--- src/sv/lsbc_pkg.sv ---
// Shared types and constants for the laser spot bounding box center unit.
// No dependencies; every other file imports this package.
`default_nettype none
package lsbc_pkg;

	localparam int FRAME_ROWS = 240;
	localparam int FRAME_COLS = 320;

	localparam int BYTE_W  = 8;
	localparam int PIX_W   = 16;
	localparam int ROW_W   = 8;
	localparam int COL_W   = 9;
	localparam int CFG_IDX_W = 2;
	localparam int TDATA_W = 40;

	localparam logic [ROW_W-1:0] ROW_LAST = ROW_W'(FRAME_ROWS - 1);
	localparam logic [COL_W-1:0] COL_LAST = COL_W'(FRAME_COLS - 1);

	localparam logic [PIX_W-1:0] TARGET_RESET = 16'd63488;
	localparam logic [PIX_W-1:0] TOL_RESET    = 16'd2500;
	localparam logic [PIX_W-1:0] PIX_WHITE    = 16'hFFFF;
	localparam logic [PIX_W-1:0] PIX_BLACK    = 16'h0000;

	typedef enum logic [CFG_IDX_W-1:0] {
		REG_TARGET_COLOR    = 2'd0,
		REG_COLOR_TOLERANCE = 2'd1
	} cfg_reg_t;

	typedef struct packed {
		logic [PIX_W-1:0] pixel;
		logic             last;
		logic             found;
		logic [ROW_W-1:0] center_row;
		logic [COL_W-1:0] center_col;
	} lsbc_res_t;

endpackage
`default_nettype wire

--- src/sv/lsbc_cfg.sv ---
// Configuration registers: target color and tolerance of the match window.
// Depends on lsbc_pkg.
`default_nettype none
module lsbc_cfg (
	input  wire logic                          clk,
	input  wire logic                          arst_n,
	input  wire logic                          wr_en,
	input  wire logic [lsbc_pkg::CFG_IDX_W-1:0] wr_index,
	input  wire logic [lsbc_pkg::PIX_W-1:0]    wr_data,
	output logic      [lsbc_pkg::PIX_W-1:0]    target_color,
	output logic      [lsbc_pkg::PIX_W-1:0]    color_tolerance
);
	import lsbc_pkg::*;

	logic [PIX_W-1:0] target_q;
	logic [PIX_W-1:0] tol_q;

	always_ff @(posedge clk or negedge arst_n) begin
		if (!arst_n) begin
			target_q <= TARGET_RESET;
			tol_q    <= TOL_RESET;
		end else if (wr_en) begin
			unique case (wr_index)
				REG_TARGET_COLOR:    target_q <= wr_data;
				REG_COLOR_TOLERANCE: tol_q    <= wr_data;
				default: ;
			endcase
		end
	end

	assign target_color    = target_q;
	assign color_tolerance = tol_q;

endmodule
`default_nettype wire

--- src/sv/lsbc_track.sv ---
// Byte pairing, window match, raster counters and bounding box tracking.
// Depends on lsbc_pkg.
`default_nettype none
module lsbc_track (
	input  wire logic                       clk,
	input  wire logic                       arst_n,
	input  wire logic                       step,
	input  wire logic                       start,
	input  wire logic [lsbc_pkg::BYTE_W-1:0] data_byte,
	input  wire logic [lsbc_pkg::PIX_W-1:0]  target_color,
	input  wire logic [lsbc_pkg::PIX_W-1:0]  color_tolerance,
	output logic                            emit,
	output lsbc_pkg::lsbc_res_t             res
);
	import lsbc_pkg::*;

	logic             phase_q;
	logic [BYTE_W-1:0] high_q;
	logic [ROW_W-1:0] row_q, rmin_q, rmax_q;
	logic [COL_W-1:0] col_q, cmin_q, cmax_q;
	logic             any_q;

	logic [ROW_W-1:0] row_e, rmin_e, rmax_e, rmin_n, rmax_n;
	logic [COL_W-1:0] col_e, cmin_e, cmax_e, cmin_n, cmax_n;
	logic             any_e, any_n;
	logic [PIX_W-1:0] pix;
	logic [PIX_W:0]   lo_sum, hi_sum;
	logic             hit, last;
	logic [ROW_W:0]   rsum;
	logic [COL_W:0]   csum;

	always_comb begin
		row_e  = start ? '0 : row_q;
		col_e  = start ? '0 : col_q;
		rmin_e = start ? '0 : rmin_q;
		rmax_e = start ? '0 : rmax_q;
		cmin_e = start ? '0 : cmin_q;
		cmax_e = start ? '0 : cmax_q;
		any_e  = start ? 1'b0 : any_q;
		emit   = !start && phase_q;

		pix    = {high_q, data_byte};
		lo_sum = {1'b0, pix} + {1'b0, color_tolerance};
		hi_sum = {1'b0, target_color} + {1'b0, color_tolerance};
		hit    = (lo_sum > {1'b0, target_color}) && ({1'b0, pix} < hi_sum);

		rmin_n = rmin_e;
		rmax_n = rmax_e;
		cmin_n = cmin_e;
		cmax_n = cmax_e;
		any_n  = any_e;
		if (hit) begin
			any_n = 1'b1;
			if (!any_e) begin
				rmin_n = row_e;
				rmax_n = row_e;
				cmin_n = col_e;
				cmax_n = col_e;
			end else begin
				if (row_e < rmin_e) rmin_n = row_e;
				if (row_e > rmax_e) rmax_n = row_e;
				if (col_e < cmin_e) cmin_n = col_e;
				if (col_e > cmax_e) cmax_n = col_e;
			end
		end

		last = (row_e >= ROW_LAST) && (col_e >= COL_LAST);
		rsum = {1'b0, rmin_n} + {1'b0, rmax_n};
		csum = {1'b0, cmin_n} + {1'b0, cmax_n};

		res.pixel      = hit ? PIX_WHITE : PIX_BLACK;
		res.last       = last;
		res.found      = last && any_n;
		res.center_row = res.found ? rsum[ROW_W:1] : '0;
		res.center_col = res.found ? csum[COL_W:1] : '0;
	end

	always_ff @(posedge clk or negedge arst_n) begin
		if (!arst_n) begin
			phase_q <= 1'b0;
			high_q  <= '0;
			row_q   <= '0;
			col_q   <= '0;
			rmin_q  <= '0;
			rmax_q  <= '0;
			cmin_q  <= '0;
			cmax_q  <= '0;
			any_q   <= 1'b0;
		end else if (step) begin
			if (!emit) begin
				phase_q <= 1'b1;
				high_q  <= data_byte;
				row_q   <= row_e;
				col_q   <= col_e;
				rmin_q  <= rmin_e;
				rmax_q  <= rmax_e;
				cmin_q  <= cmin_e;
				cmax_q  <= cmax_e;
				any_q   <= any_e;
			end else if (last) begin
				phase_q <= 1'b0;
				high_q  <= '0;
				row_q   <= '0;
				col_q   <= '0;
				rmin_q  <= '0;
				rmax_q  <= '0;
				cmin_q  <= '0;
				cmax_q  <= '0;
				any_q   <= 1'b0;
			end else begin
				phase_q <= 1'b0;
				rmin_q  <= rmin_n;
				rmax_q  <= rmax_n;
				cmin_q  <= cmin_n;
				cmax_q  <= cmax_n;
				any_q   <= any_n;
				if (col_e >= COL_LAST) begin
					col_q <= '0;
					row_q <= row_e + ROW_W'(1);
				end else begin
					col_q <= col_e + COL_W'(1);
					row_q <= row_e;
				end
			end
		end
	end

endmodule
`default_nettype wire

--- src/sv/laser_spot_bounding_box_center_unit.sv ---
// A low byte's result passes through the input register and the result register; high bytes give no result.
// Throughput: one byte per cycle unless the input stage holds, set by the single input register and result register.
// The input stage holds only while the result register is full and not taken.
// Reset (arst_n low, asynchronous): stream empty, phase at high byte, counters and box
// cleared, target_color = 63488, color_tolerance = 2500.
`default_nettype none
module laser_spot_bounding_box_center_unit (
	input  wire logic                            clk,
	input  wire logic                            arst_n,
	input  wire logic                            s_tvalid,
	output logic                                 s_tready,
	input  wire logic [7:0]                      s_tdata,   // data_byte[7:0]
	input  wire logic                            s_tuser,   // start_frame
	output logic                                 m_tvalid,
	input  wire logic                            m_tready,
	output logic      [lsbc_pkg::TDATA_W-1:0]    m_tdata,   // pixel_out[15:0], center_row[23:16],
	                                                        // center_col[32:24], zero[39:33]
	output logic                                 m_tlast,   // frame_done
	output logic                                 m_tuser,   // spot_found
	input  wire logic                            cfg_valid,
	output logic                                 cfg_ready,
	input  wire logic [lsbc_pkg::CFG_IDX_W-1:0]  cfg_index,
	input  wire logic [lsbc_pkg::PIX_W-1:0]      cfg_data
);
	import lsbc_pkg::*;

	logic              valid_s1;
	logic [BYTE_W-1:0] byte_s1;
	logic              start_s1;
	logic              out_free, go, emit;
	logic [PIX_W-1:0]  target_color, color_tolerance;
	lsbc_res_t         res;
	logic              m_valid_q;
	lsbc_res_t         res_q;

	assign cfg_ready = 1'b1;

	lsbc_cfg u_cfg (
		.clk             (clk),
		.arst_n          (arst_n),
		.wr_en           (cfg_valid && cfg_ready),
		.wr_index        (cfg_index),
		.wr_data         (cfg_data),
		.target_color    (target_color),
		.color_tolerance (color_tolerance)
	);

	lsbc_track u_track (
		.clk             (clk),
		.arst_n          (arst_n),
		.step            (go),
		.start           (start_s1),
		.data_byte       (byte_s1),
		.target_color    (target_color),
		.color_tolerance (color_tolerance),
		.emit            (emit),
		.res             (res)
	);

	assign out_free = !m_valid_q || m_tready;
	assign go       = valid_s1 && (!emit || out_free);
	assign s_tready = !valid_s1 || go;

	always_ff @(posedge clk or negedge arst_n) begin
		if (!arst_n) begin
			valid_s1 <= 1'b0;
		end else if (s_tready) begin
			valid_s1 <= s_tvalid;
		end
	end

	always_ff @(posedge clk) begin
		if (s_tready && s_tvalid) begin
			byte_s1  <= s_tdata;
			start_s1 <= s_tuser;
		end
	end

	always_ff @(posedge clk or negedge arst_n) begin
		if (!arst_n) begin
			m_valid_q <= 1'b0;
		end else if (out_free) begin
			m_valid_q <= go && emit;
		end
	end

	always_ff @(posedge clk) begin
		if (go && emit) begin
			res_q <= res;
		end
	end

	assign m_tvalid = m_valid_q;
	assign m_tdata  = {7'b0, res_q.center_col, res_q.center_row, res_q.pixel};
	assign m_tlast  = res_q.last;
	assign m_tuser  = res_q.found;

	a_found_on_last: assert property (@(posedge clk) disable iff (!arst_n)
		m_valid_q && res_q.found |-> res_q.last)
		else $error("spot flag without frame end");

	a_centers_zero: assert property (@(posedge clk) disable iff (!arst_n)
		m_valid_q && !res_q.found |-> res_q.center_row == '0 && res_q.center_col == '0)
		else $error("nonzero center without spot");

	a_binary_pixel: assert property (@(posedge clk) disable iff (!arst_n)
		m_valid_q |-> (res_q.pixel == PIX_WHITE || res_q.pixel == PIX_BLACK))
		else $error("pixel not binarized");

	a_s1_hold: assert property (@(posedge clk) disable iff (!arst_n)
		valid_s1 && !go |=> valid_s1 && $stable(byte_s1) && $stable(start_s1))
		else $error("stalled input stage lost its request");

	a_no_emit_on_start: assert property (@(posedge clk) disable iff (!arst_n)
		valid_s1 && start_s1 |-> !emit)
		else $error("result on frame start byte");

endmodule
`default_nettype wire

--- config.mk ---
export PLATFORM = sky130hd
export DESIGN_NAME = laser_spot_bounding_box_center_unit
export DESIGN_NICKNAME = d
export VERILOG_FILES = /design/src/sv/lsbc_pkg.sv /design/src/sv/lsbc_cfg.sv /design/src/sv/lsbc_track.sv /design/src/sv/laser_spot_bounding_box_center_unit.sv
export SDC_FILE = /design/constraint.sdc
export NUM_CORES = 1
export LEC_CHECK = 0
export BUFFER_PORTS_ARGS = -buffer_cell sky130_fd_sc_hd__buf_2
export CAP_MARGIN = 25
export CORE_UTILIZATION = 61
export DETAILED_ROUTE_END_ITERATION = 12
export PLACE_DENSITY = 0.84
export SLEW_MARGIN = 25
export SYNTH_ARGS = -nofsm -noshare
export SYNTH_HDL_FRONTEND = slang
export SYNTH_SLANG_ARGS = --single-unit
--- constraint.sdc ---
create_clock -name clk -period 8.35 [get_ports clk]
set_input_delay 0.835 -clock clk [delete_from_list [all_inputs] [get_ports clk]]
set_output_delay 0.835 -clock clk [all_outputs]
set_load 0.01 [all_outputs]
# Yosys cells after proc, flatten, opt, wreduce, memory -nomap -nowiden
# Index checks and enable logic that the tools add are counted.
# Widths: inputs -> output; s select.
[word_totals] ff_bits=139 input_bits=32 out_inout_bits=45 word_cells=94
[classes] add_sub_neg=6 magnitude_cmp=8 n_eq_ne=2 muxes=40 reduce_logical=18
[op_table] operator="$mux 8" count=18
[op_table] operator="$mux 9" count=16
[op_table] operator="$add 16x16->17" count=2
[op_table] operator="$gt 17x16->1" count=1
[op_table] operator="$lt 16x17->1" count=1
[op_table] operator="$mux 16" count=1
[op_table] operator="$add 9x9->10" count=1
[op_table] operator="$add 8x8->9" count=1
[op_table] operator="$add 9x1->9 const B" count=1
[op_table] operator="$ge 9x9->1 const B" count=1
[op_table] operator="$gt 9x9->1" count=1
[op_table] operator="$lt 9x9->1" count=1
[op_table] operator="$add 8x1->8 const B" count=1
[op_table] operator="$ge 8x8->1 const B" count=1
[op_table] operator="$gt 8x8->1" count=1
[op_table] operator="$lt 8x8->1" count=1
[op_table] operator="$logic_and 1x1->1" count=7
[op_table] operator="$reduce_and 2->1" count=3
[op_table] operator="$mux 1" count=5
[op_table] operator="$logic_not 1->1" count=4
[op_table] operator="$logic_or 1x1->1" count=3
[op_table] operator="$eq 2x1->1 const B" count=1
[op_table] operator="$logic_not 2->1" count=1
[op_table] operator="$ne 2x1->1 const B" count=1

# Depth between registers and ports, before layout
# Gate-level depths: netlist (run 1).
[depth] ltp_word=7 mapped_depth=33 mapped_depth_nobuf=32

# Hierarchy
# Synthesis (run 1) repeated with hierarchy kept, for this count alone.
[hier_totals] hier_cells=987 hier_area_um2=9821.9
[by_module_without_submodules] mod="lsbc_track" n_inst=1 cells_per_inst=855 area_per_inst_um2=7101.8 seq_area_each_um2=1526.5
[by_module_without_submodules] mod="laser_spot_bounding_box_center_unit" n_inst=1 cells_per_inst=64 area_per_inst_um2=1495.2 seq_area_each_um2=1371.3
[by_module_without_submodules] mod="lsbc_cfg" n_inst=1 cells_per_inst=68 area_per_inst_um2=1224.9 seq_area_each_um2=813.3

# Worst setup path after synthesis (run 1)
# Ideal clock, no wire load.
[synth_timing] kind="register -> register" startpoint="reg byte_s1[1]" endpoint="reg res_q (netlist bit m_tdata[31]) (data pin)" setup_ns=0.257 t_arrival_ns=6.296 required_time_ns=8.093 setup_slack_ns=1.797 stages_incl_launch_ff=34 path_buffers=1 synth_period_minus_slack_ns=6.553 path_cell_list="edfxtp_1 -> ha_1 -> a21o_1 -> a21oi_1 -> o21bai_1 -> a21o_1 -> and4_1 -> o21ai_0 -> a21oi_1 -> or4_1 -> a31o_2 -> a21oi_1 -> xnor2_1 -> ha_1 -> and3_1 -> a221o_1 -> a31oi_1 -> o21ai_0 -> a211oi_1 -> a21o_1 -> or2_2 -> buf_2 -> nor2_1 -> a21oi_1 -> o21ai_0 -> fa_1 -> a21o_1 -> a21o_1 -> a21o_1 -> a21oi_1 -> o21bai_1 -> a21oi_1 -> xor2_1 -> nor2_1"
[synth_between] elab_chain_cells=5 word_cells_on_any_way=9 classes_between="add/sub (2); order compare (2); mux (3); reduce/logical (2)"
[synth_rtl] element="start, declared" line_no="laser_spot_bounding_box_center_unit.sv:28" text="logic [BYTE_W-1:0] byte_s1;"
[synth_rtl] element="start signal, assigned" line_no="laser_spot_bounding_box_center_unit.sv:74" text="byte_s1 <= s_tdata;"
[synth_rtl] element="$add 16x16->17" line_no="lsbc_track.sv:43" text="lo_sum = {1'b0, pix} + {1'b0, color_tolerance};"
[synth_rtl] element="$gt 17x16->1" line_no="lsbc_track.sv:45" text="hit = (lo_sum > {1'b0, target_color}) && ({1'b0, pix} < hi_sum);"
[synth_rtl] element="$logic_and 1x1->1 (*)" line_no="lsbc_track.sv:45"
[synth_rtl] element="$mux 9 / $mux 1 (equally long branches)" line_no="lsbc_track.sv:52" text="if (hit) begin"
[synth_rtl] element="$add 9x9->10 / $logic_and 1x1->1 (equally long branches)" line_no="lsbc_track.sv:69, lsbc_track.sv:73"
[synth_rtl] element="end signal, assigned" line_no="laser_spot_bounding_box_center_unit.sv:89" text="res_q <= res;"
[synth_rtl] element="end, declared" line_no="laser_spot_bounding_box_center_unit.sv:34" text="lsbc_res_t res_q;"
# Mark *: on every way between the ends. The rest lies on a longest branch, timed or not.
# A chain may end at the register's enable or synchronous reset.

# Final worst setup path (run 1)
# Same ends and word-level chain as after synthesis.

==> results.cfg, run 1 <==
[outcome]
status = finished, violations left
violations = DRC

[die]
ios = 77
core-area_um2 = 14700
dieArea_um2 = 15700
row_count = 44
die_w_um = 125
dieHeight_um = 125
initial_core_util_pct = 63.2

[yosys]
synth_top_flop_cell = dfrtp_1
synth_async_sr_flop_share_pct = 76.6
syn_area_um2 = 9290
postSynthCellCount = 984
yosys.cell_types.count = 72
synth-seq-cells = 124
synth_area_leaders = dfrtp_1 (23%), ha_1 (15%), edfxtp_1 (9.4%)
yosysWarnings = 0
yosys.area.top_type = dfrtp_1
syn_area_per_cell_um2 = 9.44
ys_seq_area_share_pct = 35.1
synth_edf_count = 29
yosysTopAreaCellShare_pct = 22.9

[power_and_ir_drop]
seqPwrFrac_pct = 29.5
p_int_mw = 1.58
p_switching_mw = 0.955
power_frac_clock_pct = 29.1
combPwrFrac_pct = 41.5
swShare_pct = 37.6
powerDensity_nw_per_um2 = 248
cellLeakagePower_nw = 4.80
ir_worst_vdd_uv = 152

[clock_tree]
cts_tree = built
clk_latency_ps = 430
h-tree-depth = 4
cts_sinks = 124
cts_setup_buffers = 0
cts_resized = 0
clockRootBuffer = clkbuf_16
cts.clk_slew.worst_paths_ps = 60
ctsHoldBuffers = 0
ctsLongestPathBuffers = 2
cts_buffers = 17

[setup_path]
crit_type = reg2reg
cp-end-kind = flip-flop
max_stage_delay_ps = 500
cp.required_ps = 8500
crit_buf_inv = 0
crit_arrival_ps = 7910
path_max_fanout = 11
cp_slowest_cell = fa_1
crit_family = compound AO/OA/AOI/OAI gates
start_kind = flip-flop

[sta]
slew_headroom_pct = 39.8
period_needed_ps = 7760
setup-violations-final = 0
timing.fmax_ghz = 0.129
hold_violations = 0
fin_setup_tns_ps = 0
rsz0062_at_grt = no
tightest_slew_ps = 901
finClkSkew_ps = 13.3
slew_viol_final = 0
post-route-period-util_pct = 92.9

[final_layout]
syn2layout_area_growth_pct = 10.3
multiInputGateArea_um2 = 5560
diodes = 0
register_area_um2 = 3260
fin_util_pct = 69.7
fin_nets = 1179
n_fill_cell = 1113
drive_gt1_share_pct = 14.8

[global_route]
grt_pass1_wl_um = 36400
grt_overflow = 0
grt_pass1_vias = 7424
grt_start_max_net_pins = 66
antenna_found_initial = 0
track_usage_pct = 29.2

[drt]
drc = 7
drtPass1Iterations = 9
vias = 7626
wl_per_cell_um = 17.7
drt_iter0_markers = 601
wl_um = 21700
vias_per_cell = 6.21
ant_nets = 0

[placed_design]
place_congestion = 0.904
port_buffers = 68
dp_hpwl_um = 15800

[job]
cap_violations = 0

[hold_path]
min_path_type = in2async
-- area by class of cell --
type | instances | area share [%]
clock buffers | 22 | 4.64
well taps | 184 | 2.25
flip-flops and latches | 124 | 31.8
inverters | 54 | 1.98
multi-input cells | 758 | 54.3
repair buffers | 76 | 3.93
clock inverters | 10 | 1.12
-- through the flow --
stage	power [mW]	std cells	area [um^2]	hold slack (ps)	worst slack (ps)
after CTS	2.53	1228	10200	337	699
after detailed placement	1.78	1196	9660	485	784
after global routing	2.68	1228	10200	355	192
after floorplan	1.57	990	9310	462	1800
after global placement	1.74	1196	9650	484	992
final	2.54	1228	10200	321	591
-- power groups by stage --
stage	sequential, mW	combinational (mW)	clock, mW
2_1_floorplan	0.737	0.831	0
3_3_place_gp	0.754	0.985	0
3_5_place_dp	0.756	1.02	0
4_1_cts	0.746	1.03	0.745
5_1_grt	0.755	1.15	0.772
6_report	0.748	1.05	0.737
-- layer usage --
metal / GRT usage [%] / routed length (um)
met3: 5.61 / 1240
met5: 0 / 0
met2: 47.3 / 10100
met1: 38.7 / 9820
met4: 11.8 / 604
-- worst register-to-register path, delay by kind of cell (launching register included) --
family	cells	cell delay, ps
compound gates	21	4250
xor+xnor	2	290
fa+ha+maj	3	1090
flops	1	450
simple gates	6	1400
-- cell families after synthesis --
kind of cell               after synthesis  share of synthesized area, %
other                                    2                        0.0808
muxes                                   41                          4.69
buffers and inverters                  108                          5.50
and+or+nand+nor                        274                          14.7
xor gates and xnor gates                40                          3.77
AOI/OAI and AO/OA                      279                          20.2
adders and majority gates              116                          15.9
DFF                                    124                          35.1
-- Yosys cell counts (5+ instances only) --
cell / n
nor2b_1: 13
a21o_1: 24
ha_1: 112
dfstp_2: 10
edfxtp_1: 29
clkbuf_1: 25
buf_4: 23
xor2_1: 12
o21ai_0: 68
xnor2_1: 28
o211ai_1: 6
nor3_1: 8
nor3b_1: 7
nand2_1: 76
or2_2: 5
mux2i_1: 23
dfrtp_1: 85
nand3_1: 15
o21bai_1: 9
and2_1: 7
nor2_1: 60
nand4_1: 7
o21ai_1: 6
a211oi_1: 10
and3_1: 10
mux2_2: 17
a21oi_1: 58
a22o_1: 38
nand2b_1: 53
inv_1: 54
a31oi_1: 8
o22ai_1: 6
-- worst paths after layout --
kind | slack, ps | end | cells past startpoint | startpoint
setup / recovery | 590 | m_tdata[31] | 32 | byte_s1[1]
min in group clk | 500 | u_track.cmin_q[8] | 1 | u_track.cmin_q[8]
max in group asynchronous | 6830 | u_track.col_q[4] | 2 | arst_n
setup reg to reg | 590 | m_tdata[31] | 32 | byte_s1[1]
hold / removal | 320 | u_cfg.color_tolerance[4] | 1 | arst_n
hold reg to reg | 500 | u_track.cmin_q[8] | 1 | u_track.cmin_q[8]
-- flip-flops by register name, summed over array words and instances, names as in the netlist --
signal / cells
u_track.high_q: 8
u_track.cmax_q: 9
m_tdata: 18
u_track.rmin_q: 8
byte_s1: 8
m_tlast: 1
u_track.col_q: 9
u_track.cmin_q: 9
start_s1: 1
u_track.any_q: 1
u_cfg.color_tolerance: 16
u_track.phase_q: 1
u_track.row_q: 8
valid_s1: 1
u_track.rmax_q: 8
m_tuser: 1
u_cfg.target_color: 16
m_tvalid: 1
-- cell usage in the layout (no fill, tap or decap), drive strengths merged, types with 9 or more instances in the layout --
| cell | count |
|---|---|
| xnor2 | 28 |
| o21bai | 9 |
| ha | 112 |
| mux2i | 24 |
| dfrtp | 85 |
| edfxtp | 29 |
| o21ai | 75 |
| nor2 | 61 |
| a211oi | 11 |
| dfstp | 10 |
| nor2b | 13 |
| a22o | 38 |
| and3 | 10 |
| nand3 | 15 |
| mux2 | 17 |
| inv | 55 |
| nand2 | 77 |
| a21oi | 60 |
| a21o | 24 |
| nand2b | 53 |
| buf | 76 |
| xor2 | 12 |
| clkbuf | 22 |
No activity file was read; power rests on OpenSTA's default activity.
==> run 2: changes to the inputs <==
--- a/config.mk
+++ b/config.mk
@@ -9,6 +9,8 @@
 export CAP_MARGIN = 25
 export CORE_UTILIZATION = 61
 export DETAILED_ROUTE_END_ITERATION = 12
+export HOLD_SLACK_MARGIN = 0.12
+export MAX_ROUTING_LAYER = met4
 export PLACE_DENSITY = 0.84
 export SLEW_MARGIN = 25
 export SYNTH_ARGS = -nofsm -noshare
==> results.cfg, run 2 (synthesized netlist as in run 1, its figures left out) <==
[sta]
timing.fmax_ghz = 0.129
slew_viol_final = 0
final.setup.worst_slack_ps = 621
fin_setup_tns_ps = 0
rsz0062_at_grt = no
hold_violations = 0
setup-violations-final = 0
tightest_slew_ps = 903
finClkSkew_ps = 12.2
post-route-period-util_pct = 92.6
period_needed_ps = 7730
slew_headroom_pct = 39.6

[die]
die_w_um = 125
ios = 77
core-area_um2 = 14700
dieHeight_um = 125
row_count = 44
dieArea_um2 = 15700
initial_core_util_pct = 63.2

[setup_path]
path_max_fanout = 11
r2r_cells = 32
crit_arrival_ps = 7880
cp.required_ps = 8500
crit_top_cell = a21oi_1
max_stage_delay_ps = 520
cp_slowest_cell = fa_1
start_kind = flip-flop
cp-end-kind = flip-flop
crit_type = reg2reg

[final_layout]
drive_gt1_share_pct = 15.2
multiInputGateArea_um2 = 5560
instances_no_fill = 1228
syn2layout_area_growth_pct = 11.7
diodes = 0
final_common_cell = ha_1
largest_reg_flops = 18
fin_nets = 1179
n_fill_cell = 1050
fin_util_pct = 70.6
layout_common_cells = ha_1 (112), dfrtp_1 (85), nand2_1 (76)
register_area_um2 = 3260

[global_route]
grt-busiest-layer = met2
grt_start_max_net_pins = 64
met3_usage_pct = 5.73
antenna_found_initial = 0
grt_overflow = 0
met2_usage_pct = 48.7
grt_pass1_vias = 7494
grt_use_met1_pct = 39.9
grt_pass1_wl_um = 37300
track_usage_pct = 30.8

[job]
cap_violations = 0

[clock_tree]
h-tree-depth = 4
cts.clk_slew.worst_paths_ps = 60
cts_resized = 0
clk_latency_ps = 430
cts_tree = built
cts_sinks = 124
ctsLongestPathBuffers = 2
cts_setup_buffers = 0
cts_buffers = 17
clockRootBuffer = clkbuf_16
ctsHoldBuffers = 0

[power_and_ir_drop]
powerDensity_nw_per_um2 = 262
combPwrFrac_pct = 39.2
power_frac_clock_pct = 33.3
cellLeakagePower_nw = 4.87
swShare_pct = 36.0
p_int_mw = 1.74
p_switching_mw = 0.979
seqPwrFrac_pct = 27.5
ir_worst_vdd_uv = 166

[drt]
drtPass1Iterations = 10
drt_iter0_markers = 684
ant_nets = 0
vias = 7780
vias_per_cell = 6.34
drc = 7
wl_per_cell_um = 18.2
wl_um = 22400

[outcome]
status = finished, violations left
violations = DRC

[hold_path]
min_path_type = in2async

[placed_design]
dp_hpwl_um = 15700
dp_cells = 1196
port_buffers = 68
place_congestion = 0.958
pre_cts_ws_ps = 779
run 2: cell types whose count changed in the layout (fill, tap and decap cells not counted), sizes merged:
| cell | previous run | this run |
|---|---|---|
| clkinv | 4 | 2 |
| clkinvlp | 3 | 1 |
| bufinv | 2 | 6 |
| clkbuf | 22 | 23 |
| inv | 55 | 54 |
run 2: metal layers:
layer | vias up | routed length (um)
met4 | 0 | 458
met2 | 350 | 10500
li1 | 3654 | -
met5 | - | 0
met3 | 45 | 1370
met1 | 3731 | 10000
run 2: critical path, delay by kind of cell (launching register included):
| family | cells | cell delay [ps] |
|---|---|---|
| flops | 1 | 430 |
| compound gates | 21 | 4240 |
| fa+ha+maj | 3 | 1100 |
| xor+xnor | 2 | 310 |
| simple gates | 6 | 1370 |
run 2: final timing paths:
path                                   startpoint  slack [ps]                       end
max in group asynchronous                  arst_n        6860         u_track.cmax_q[3]
worst min-delay path                       arst_n         340  u_cfg.color_tolerance[1]
min in group clk                u_track.cmin_q[7]         500         u_track.cmin_q[7]
worst max-delay path                   byte_s1[1]         620               m_tdata[31]
worst min register to register  u_track.cmin_q[7]         500         u_track.cmin_q[7]
worst max register to register         byte_s1[1]         620               m_tdata[31]
run 2: layout make-up:
| cell class | instances | area share [%] |
|---|---|---|
| Inverter | 54 | 1.95 |
| Clock buffer | 23 | 5.01 |
| Clock inverter | 9 | 1.94 |
| Multi-Input combinational cell | 758 | 53.6 |
| Timing Repair Buffer | 76 | 3.88 |
| Sequential cell | 124 | 31.4 |
| Tap cell | 184 | 2.22 |
run 2: metrics by stage:
stage | hold WS [ps] | power (mW) | instance area, um^2
after CTS | 346 | 2.70 | 10400
final | 336 | 2.72 | 10400
after detailed placement | 484 | 1.77 | 9660
after floorplan | 462 | 1.57 | 9310
after global placement | 485 | 1.74 | 9650
after global routing | 365 | 2.87 | 10400
run 2: power by group through the flow:
stage | clock [mW] | combinational [mW] | sequential (mW)
floorplan | 0 | 0.831 | 0.737
global placement | 0 | 0.982 | 0.754
detailed placement | 0 | 1.02 | 0.757
CTS | 0.908 | 1.05 | 0.747
global route | 0.931 | 1.18 | 0.755
finish | 0.906 | 1.07 | 0.749
==> run 3: changes to the inputs <==
--- a/config.mk
+++ b/config.mk
@@ -5,10 +5,11 @@
 export SDC_FILE = /design/constraint.sdc
 export NUM_CORES = 1
 export LEC_CHECK = 0
-export BUFFER_PORTS_ARGS = -buffer_cell sky130_fd_sc_hd__buf_2
+export BUFFER_PORTS_ARGS = -buffer_cell sky130_fd_sc_hd__clkbuf_2
 export CAP_MARGIN = 25
 export CORE_UTILIZATION = 61
 export DETAILED_ROUTE_END_ITERATION = 12
+export GPL_TIMING_DRIVEN = 0
 export HOLD_SLACK_MARGIN = 0.12
 export MAX_ROUTING_LAYER = met4
 export PLACE_DENSITY = 0.84
==> results.cfg, run 3 (synthesized netlist as in run 1, its figures left out) <==
[final_layout]
n_fill_cell = 1067
layout_common_cells = ha_1 (112), dfrtp_1 (85), nand2_1 (76)
final_common_cell = ha_1
largest_reg_flops = 18
register_area_um2 = 3260
syn2layout_area_growth_pct = 14.1
diodes = 0
drive_gt1_share_pct = 15.9
fin_nets = 1226
multiInputGateArea_um2 = 5550
fin_util_pct = 72.1

[global_route]
grt-busiest-layer = met2
track_usage_pct = 31.7
grt_use_met1_pct = 42.9
grt_overflow = 0
grt_pass1_vias = 7473
met2_usage_pct = 49.1
antenna_found_initial = 0
grt_pass1_wl_um = 38000
grt_start_max_net_pins = 66
met3_usage_pct = 5.18

[placed_design]
port_buffers = 68
place_congestion = 0.961
dp_hpwl_um = 17200

[drt]
vias = 7928
vias_per_cell = 6.22
drc = 6
wl_per_cell_um = 18.3
wl_um = 23300
drt_iter0_markers = 716
drtPass1Iterations = 9
ant_nets = 0

[die]
row_count = 44
core-area_um2 = 14700
ios = 77
initial_core_util_pct = 63.2
die_w_um = 125
dieHeight_um = 125
dieArea_um2 = 15700

[clock_tree]
clockRootBuffer = clkbuf_16
cts.clk_slew.worst_paths_ps = 60
h-tree-depth = 4
cts_setup_buffers = 0
clk_latency_ps = 430
cts_tree = built
ctsLongestPathBuffers = 2
ctsHoldBuffers = 0
cts_buffers = 17
cts_resized = 0
cts_sinks = 124

[setup_path]
crit_family = compound AO/OA/AOI/OAI gates
cp_slowest_cell = edfxtp_1
crit_type = reg2reg
max_stage_delay_ps = 500
cp.required_ps = 8510
path_max_fanout = 10
cp-end-kind = flip-flop
crit_buf_inv = 2
crit_arrival_ps = 8140
start_kind = flip-flop

[power_and_ir_drop]
seqPwrFrac_pct = 27.4
p_int_mw = 1.73
p_switching_mw = 0.987
cellLeakagePower_nw = 5.00
power_frac_clock_pct = 31.3
ir_worst_vdd_uv = 294
combPwrFrac_pct = 41.2
powerDensity_nw_per_um2 = 256
swShare_pct = 36.4

[hold_path]
min_path_type = in2async

[sta]
period_needed_ps = 7990
post-route-period-util_pct = 95.6
slew_viol_final = 0
tightest_slew_ps = 980
timing.fmax_ghz = 0.125
rsz0062_at_grt = no
hold_violations = 0
setup-violations-final = 0
slew_headroom_pct = 34.4
fin_setup_tns_ps = 0
finClkSkew_ps = 8.00

[job]
cap_violations = 0

[outcome]
status = finished, violations left
violations = DRC
## run 3: cell type report
type                    instances  share of cell area, %
flip-flops and latches        124                   30.8
repair buffers                 69                   3.55
well taps                     184                   2.17
multi-input cells             758                   52.4
clock inverters                14                   2.27
clock buffers                  18                   4.05
plain buffers                  54                   2.91
inverters                      54                   1.91
## run 3: per-layer routing
metal	wire, um	vias up
li1	-	3741
met1	10400	3798
met2	10800	351
met3	1780	38
met4	401	0
met5	0	-
## run 3: worst paths after layout
path / startpoint / end / slack, ps / cells after the start
max: byte_s1[1] / m_tdata[32] / 360 / 31
min: arst_n / u_cfg.color_tolerance[4] / 290 / 1
max reg2reg: byte_s1[1] / m_tdata[32] / 360 / 31
min reg2reg: u_track.rmax_q[6] / u_track.rmax_q[6] / 500 / 1
max in group asynchronous: arst_n / u_cfg.target_color[15] / 7420 / 2
min in group clk: u_track.rmax_q[6] / u_track.rmax_q[6] / 500 / 1
## run 3: metrics by stage
stage                     instance area [um^2]  total power, mW  setup slack [ps]  cells  hold slack (ps)
final                                    10600             2.71               364   1275              292
after global placement                    9880             1.80               818   1242              484
after floorplan                           9310             1.57              1800    990              462
after global routing                     10600             2.86              22.6   1275              304
after CTS                                10600             2.70               504   1275              296
after detailed placement                  9930             1.83               733   1243              487
## run 3: power groups by stage
stage | Combinational [mW] | Clock [mW] | Sequential [mW]
6_report | 1.12 | 0.850 | 0.745
5_1_grt | 1.23 | 0.884 | 0.751
4_1_cts | 1.10 | 0.852 | 0.743
3_5_place_dp | 1.08 | 0 | 0.752
3_3_place_gp | 1.05 | 0 | 0.750
2_1_floorplan | 0.831 | 0 | 0.737
## run 3: worst reg2reg max path, delay by kind of cell, from the launching register on
| family | cells | cell delay, ps |
|---|---|---|
| adder cells (fa/ha/maj) | 3 | 980 |
| flip-flops | 1 | 500 |
| AND/OR/NAND/NOR | 7 | 1540 |
| buffers and inverters | 2 | 340 |
| XOR/XNOR | 1 | 150 |
| AO/OA/AOI/OAI | 18 | 4200 |
